===== config.mk =====
export PLATFORM = sky130hd
export DESIGN_NAME = mtbri_ctrl
export DESIGN_NICKNAME = d
export VERILOG_FILES = /design/src/hdl/mtbri_pkg.sv /design/src/hdl/mtbri_ctrl.sv
export SDC_FILE = /design/constraint.sdc
export NUM_CORES = 1
export LEC_CHECK = 0
export ABC_AREA = 0
export BUFFER_PORTS_ARGS = -buffer_cell sky130_fd_sc_hd__buf_4
export CORE_AREA = 2 2 39 41
export DETAILED_ROUTE_END_ITERATION = 10
export DIE_AREA = 0 0 41 43
export PLACE_DENSITY = 0.6
export RECOVER_POWER = 25
export SLEW_MARGIN = 20
export SYNTH_ARGS = -nofsm -noshare
export SYNTH_HDL_FRONTEND = slang
export SYNTH_SLANG_ARGS = --single-unit

===== constraint.sdc =====
create_clock -name clk_i -period 1.35 [get_ports clk_i]
set_clock_uncertainty 0.1 [all_clocks]
set_input_delay 0.27 -clock clk_i [delete_from_list [all_inputs] [get_ports clk_i]]
set_output_delay 0.27 -clock clk_i [all_outputs]
set_load 0.01 [all_outputs]

===== src/hdl/mtbri_pkg.sv =====
`timescale 1ns / 1ps
// Shared constants, command and status types and helper functions for the
// bounded random integer block. No dependencies.
package mtbri_pkg;

  localparam int unsigned NWORDS  = 624;
  localparam int unsigned MSHIFT  = 397;
  localparam int unsigned IDX_W   = 10;
  localparam logic [31:0] MATRIX      = 32'h9908b0df;
  localparam logic [31:0] UPPER       = 32'h80000000;
  localparam logic [31:0] LOWER       = 32'h7fffffff;
  localparam logic [31:0] TEMPER_B    = 32'h9d2c5680;
  localparam logic [31:0] TEMPER_C    = 32'hefc60000;
  localparam logic [31:0] SEED_MULT   = 32'd1812433253;
  localparam logic [31:0] DEFAULT_SEED = 32'd5489;
  localparam logic [IDX_W-1:0] LAST_IDX = IDX_W'(NWORDS - 1);

  // Read address selection for the state memory
  localparam logic [1:0] RD_CUR  = 2'd0;
  localparam logic [1:0] RD_NEXT = 2'd1;
  localparam logic [1:0] RD_FAR  = 2'd2;

  typedef struct packed {
    logic       seed_start;
    logic       seed_cfg;
    logic       seed_step;
    logic       load;
    logic       span;
    logic       rd_en;
    logic [1:0] rd_sel;
    logic       cap_hi;
    logic       cap_lo;
    logic       mix;
    logic       out_load;
  } ctrl_t;

  typedef struct packed {
    logic seed_last;
    logic span_zero;
    logic reject;
  } stat_t;

  function automatic logic [31:0] tw_mix(input logic [31:0] hi, input logic [31:0] lo,
                                         input logic [31:0] far);
    logic [31:0] y;
    y = (hi & UPPER) | (lo & LOWER);
    return far ^ (y >> 1) ^ (y[0] ? MATRIX : 32'h0);
  endfunction

  function automatic logic [31:0] temper(input logic [31:0] x);
    logic [31:0] y;
    y = x ^ (x >> 11);
    y = y ^ ((y << 7) & TEMPER_B);
    y = y ^ ((y << 15) & TEMPER_C);
    y = y ^ (y >> 18);
    return y;
  endfunction

endpackage


===== src/hdl/mtbri_ctrl.sv =====
`timescale 1ns / 1ps
// Controller state machine: sequences seeding, draws and handshakes.
// Depends on mtbri_pkg.
module mtbri_ctrl (
  input  logic            clk_i,
  input  logic            rst_ni,
  input  logic            in_valid_i,
  output logic            in_ready_o,
  input  logic            cfg_valid_i,
  output logic            cfg_ready_o,
  input  logic            out_valid_i,
  input  logic            out_ready_i,
  input  mtbri_pkg::stat_t stat_i,
  output mtbri_pkg::ctrl_t ctrl_o
);

  localparam logic [3:0] ST_SEED0 = 4'd0;
  localparam logic [3:0] ST_SEED  = 4'd1;
  localparam logic [3:0] ST_IDLE  = 4'd2;
  localparam logic [3:0] ST_SPAN  = 4'd3;
  localparam logic [3:0] ST_RA    = 4'd4;
  localparam logic [3:0] ST_RB    = 4'd5;
  localparam logic [3:0] ST_RC    = 4'd6;
  localparam logic [3:0] ST_MIX   = 4'd7;
  localparam logic [3:0] ST_CHK   = 4'd8;
  localparam logic [3:0] ST_DONE  = 4'd9;

  logic [3:0] state_q, state_d;

  always_ff @(posedge clk_i or negedge rst_ni) begin
    if (!rst_ni) begin
      state_q <= ST_SEED0;
    end else begin
      state_q <= state_d;
    end
  end

  assign cfg_ready_o = (state_q == ST_IDLE);
  assign in_ready_o  = (state_q == ST_IDLE) && !cfg_valid_i;

  always_comb begin
    state_d = state_q;
    ctrl_o  = '0;
    case (state_q)
      ST_SEED0: begin
        ctrl_o.seed_start = 1'b1;
        state_d = ST_SEED;
      end
      ST_SEED: begin
        ctrl_o.seed_step = 1'b1;
        if (stat_i.seed_last) state_d = ST_IDLE;
      end
      ST_IDLE: begin
        if (cfg_valid_i) begin
          ctrl_o.seed_start = 1'b1;
          ctrl_o.seed_cfg   = 1'b1;
          state_d = ST_SEED;
        end else if (in_valid_i) begin
          ctrl_o.load = 1'b1;
          state_d = ST_SPAN;
        end
      end
      ST_SPAN: begin
        ctrl_o.span = 1'b1;
        state_d = stat_i.span_zero ? ST_DONE : ST_RA;
      end
      ST_RA: begin
        ctrl_o.rd_en  = 1'b1;
        ctrl_o.rd_sel = mtbri_pkg::RD_CUR;
        state_d = ST_RB;
      end
      ST_RB: begin
        ctrl_o.rd_en  = 1'b1;
        ctrl_o.rd_sel = mtbri_pkg::RD_NEXT;
        ctrl_o.cap_hi = 1'b1;
        state_d = ST_RC;
      end
      ST_RC: begin
        ctrl_o.rd_en  = 1'b1;
        ctrl_o.rd_sel = mtbri_pkg::RD_FAR;
        ctrl_o.cap_lo = 1'b1;
        state_d = ST_MIX;
      end
      ST_MIX: begin
        ctrl_o.mix = 1'b1;
        state_d = ST_CHK;
      end
      ST_CHK: begin
        state_d = stat_i.reject ? ST_RA : ST_DONE;
      end
      ST_DONE: begin
        if (!out_valid_i || out_ready_i) begin
          ctrl_o.out_load = 1'b1;
          state_d = ST_IDLE;
        end
      end
      default: state_d = ST_SEED0;
    endcase
  end

endmodule


==> impl_results.md <==
- RSZ-0062 raised after global routing: true
- Slew Limit Fails: 0
- Root buffer cell: clkbuf_4
- Die W: 41 µm
- Peak supply drop: approximately 1.4 mV
- Final ANT Viol Nets: 0
- Synth warn: 0
- Routability Congestion: between 0.7 and 0.8
- FILL cells: 123
- Max cap viols: 0
- Synth Net Count: 60
- Die height: 43 µm
- Worst-Margin Slew: 0.268 ns
- Compound-Gate Fraction of Synth Area: 21.7%
- Via/cell ratio: 4.87
- Gr ovfl total: 0
- Initial DRC Count: 8
- Routed Wire Length: 1290 µm
- Yosys cell types: 26
- Most flops, register: state_q
- Worst path cell trace: or2_4 -> nor3_4 -> and2_4 -> buf_6
- Met2 global-route usage: a little under a quarter
- Post-Synth Adder-Cell Area: 0%
- Max Clock Freq: 0.594 GHz
- Num ports: 23
- Routed len/inst: 12.7 µm
- # clock sinks: 4
- CP max-delay cell: dfrtp_1
- GRT Total Usage: 16.2%
- Initial antenna violation count: 0
- Pleak: 0.371 nW
- Busiest grt layer: met2
- Top Registers: state_q x4
- Num CTS Buffers: 3
- TNS Setup: -3.75 ns
- Number of global-route vias before repair: 458
- Critical path startpoint category: flip-flop
- Core box area: 1380 µm²
- Clock Latency Late Sink: 0.24 ns
- CP Capture Type: primary output
- Worst min path class: in2reg
- Post-synthesis simple-gate area fraction: 41.9%
- Port bufs: 22
- Reg clk slew, reported paths: 0.04 ns
- Largest net degree at the start of global routing: 12
- Synth top area cells: dfrtp_1 25%, nand2b_1 6.2%, nand4bb_1 5.6%, nor2_1 5.6%, buf_2 5.0%
- Nets: 97
- Largest family of logic cells by synthesized area: simple AND/OR/NAND/NOR gates
- Hold_ws: around 0.25 ns
- Crit path max-delay family: simple AND/OR/NAND/NOR gates
- Fraction of layout instances using a drive strength above 1: 64.0%
- Synth-to-layout area growth: 99.4%
- Period utilization: 125%
- Drt drc: 0
- Initial Utilization: approximately 29%
- Synthesized area per cell: 7.90 µm²
- CP max FO: 6
- Failing checks: setup timing
- Area of the multi-input gates: 342 µm²
- Met3 Resource Use GR: 0%
- Final hold vios: 0
- FF/Latch Area: 101 µm²
- Mapped Area: 403 µm²
- Flip-flop count of the largest register after layout: 4
- H-Tree Depth: 1
- Diode count: 0
- Run status: finished, violations left
- First-pass GRT wire length: 1900 µm
- CP arrival: ~1.3 ns
- Met1 Track Usage GR: 22.2%
- Critical path required time: around 0.98 ns
- Largest area contributor in the netlist: dfrtp_1
- Worst path max stage delay: 0.38 ns
- Post-Syn Instances: 51
- Slew HR: 81.9%
- Via count: 497
- 1st-pass router iterations: 4
- Max Root-Sink Buffers: 2
- Final setup viols: 16
- Die ar.: 1760 µm²
- PwrDens: between 2000 and 2500 nW/µm²
- Row Count: 14
- Minimum clock period: 1.68 ns
- Xor-xnor portion of the synthesized cell area: 0%
- #FFs+latches synth: 4
- CP Class: reg2out
- CTS tree: yes
- Mux cell area share after synthesis: 0%
- Top-area cell type share of the netlist area: 24.8%
- Fin worst setup slack: -0.335 ns
- Buf/Inv on CP: 1
- Part of the Yosys area used for sequential elements: around 25%
## path summary, 6_finish.rpt
path	start	endpoint	slack, ns	depth (start not counted)
hold reg to reg	state_q[3]	state_q[2]	0.57	2
hold / removal	stat_i[1]	state_q[2]	0.25	3
setup / recovery	state_q[2]	ctrl_o[8]	-0.33	4
min in group asynchronous	rst_ni	state_q[3]	0.28	2
setup reg to reg	state_q[2]	state_q[0]	-0.07	4
max in group asynchronous	rst_ni	state_q[0]	0.67	2
## synthesized netlist by cell type
cell / instances
o211ai_1: 1
nor3_2: 1
dfrtp_1: 4
nor2b_1: 3
nand4bb_1: 2
nor4b_1: 1
or3_1: 1
o21ai_1: 1
or2_1: 1
nor2_1: 6
o21a_1: 1
nand2_1: 3
buf_2: 4
a21oi_1: 3
and4b_1: 1
and2_1: 2
o221ai_1: 1
o22a_1: 1
o41ai_1: 1
a21o_1: 1
o211a_1: 1
buf_6: 1
buf_4: 2
nand2b_1: 4
o31a_1: 1
nor3_1: 3
## cell type report
| cell class | instances | area share, % |
|---|---|---|
| Clock buffer | 3 | 2.80 |
| Multi-Input combinational cell | 40 | 42.5 |
| Sequential cell | 4 | 12.6 |
| Tap cell | 16 | 2.49 |
| Timing Repair Buffer | 39 | 39.6 |
## layer usage
metal,wire [µm],vias up
met4,23,0
met3,51,2
li1,-,251
met5,0,-
met2,656,12
met1,560,232
## layout by cell type (no fill, tap or decap), drive strengths merged
cell | synthesis | layout
or2 | 1 | 1
o21a | 1 | 1
buf | 7 | 37
dlygate4sd3 | 0 | 1
o211ai | 1 | 1
clkbuf | 0 | 4
dfrtp | 4 | 4
nor2b | 3 | 3
or3 | 1 | 1
nand2b | 4 | 4
nand4bb | 2 | 2
o21ai | 1 | 1
nor2 | 6 | 6
o221ai | 1 | 1
nor4b | 1 | 1
o41ai | 1 | 1
a21o | 1 | 1
and4b | 1 | 1
nand2 | 3 | 3
and2 | 2 | 2
nor3 | 4 | 4
o31a | 1 | 1
o211a | 1 | 1
o22a | 1 | 1
a21oi | 3 | 3
## what timing repair did
action / 4_1_cts / 5_1_grt
resized for setup: 12 / 6
pin swaps: 1 / 4
setup endpoints to repair: 16 / 16
setup buffers: 5 / 2
endpoints found under the hold margin: 4 / 0
hold buffers: 1 / 0
## cell families after synthesis
kind of cell	count (synthesis)
and+or+nand+nor	28
AOI/OAI and AO/OA	12
buffers and inverters	7
DFF	4
## tightest hold or removal path: cells and delay by family
| kind | cells | cell delay [ns] |
|---|---|---|
| buffers and inverters | 1 | 0.09 |
| AO/OA/AOI/OAI | 2 | 0.18 |
## through the flow
step	instances	total power, mW	utilization [%]	worst slack (ns)	area (µm²)
global placement	92	1.50	48.3	-0.141	668
CTS	101	1.90	56.5	-0.357	782
floorplan	51	1.04	-	-0.128	454
global route	102	2.11	58.0	-0.358	803
detailed placement	92	1.51	48.3	-0.167	668
finish	102	1.99	58.0	-0.335	803
## report_power, final
part	switching [mW]	leakage, nW	internal [mW]
clock	0.0575	0.0138	0.100
combinational	0.729	0.308	0.866
sequential	0.0521	0.0488	0.187
total	0.839	0.371	1.15
Power figures use the tool's default switching activity.
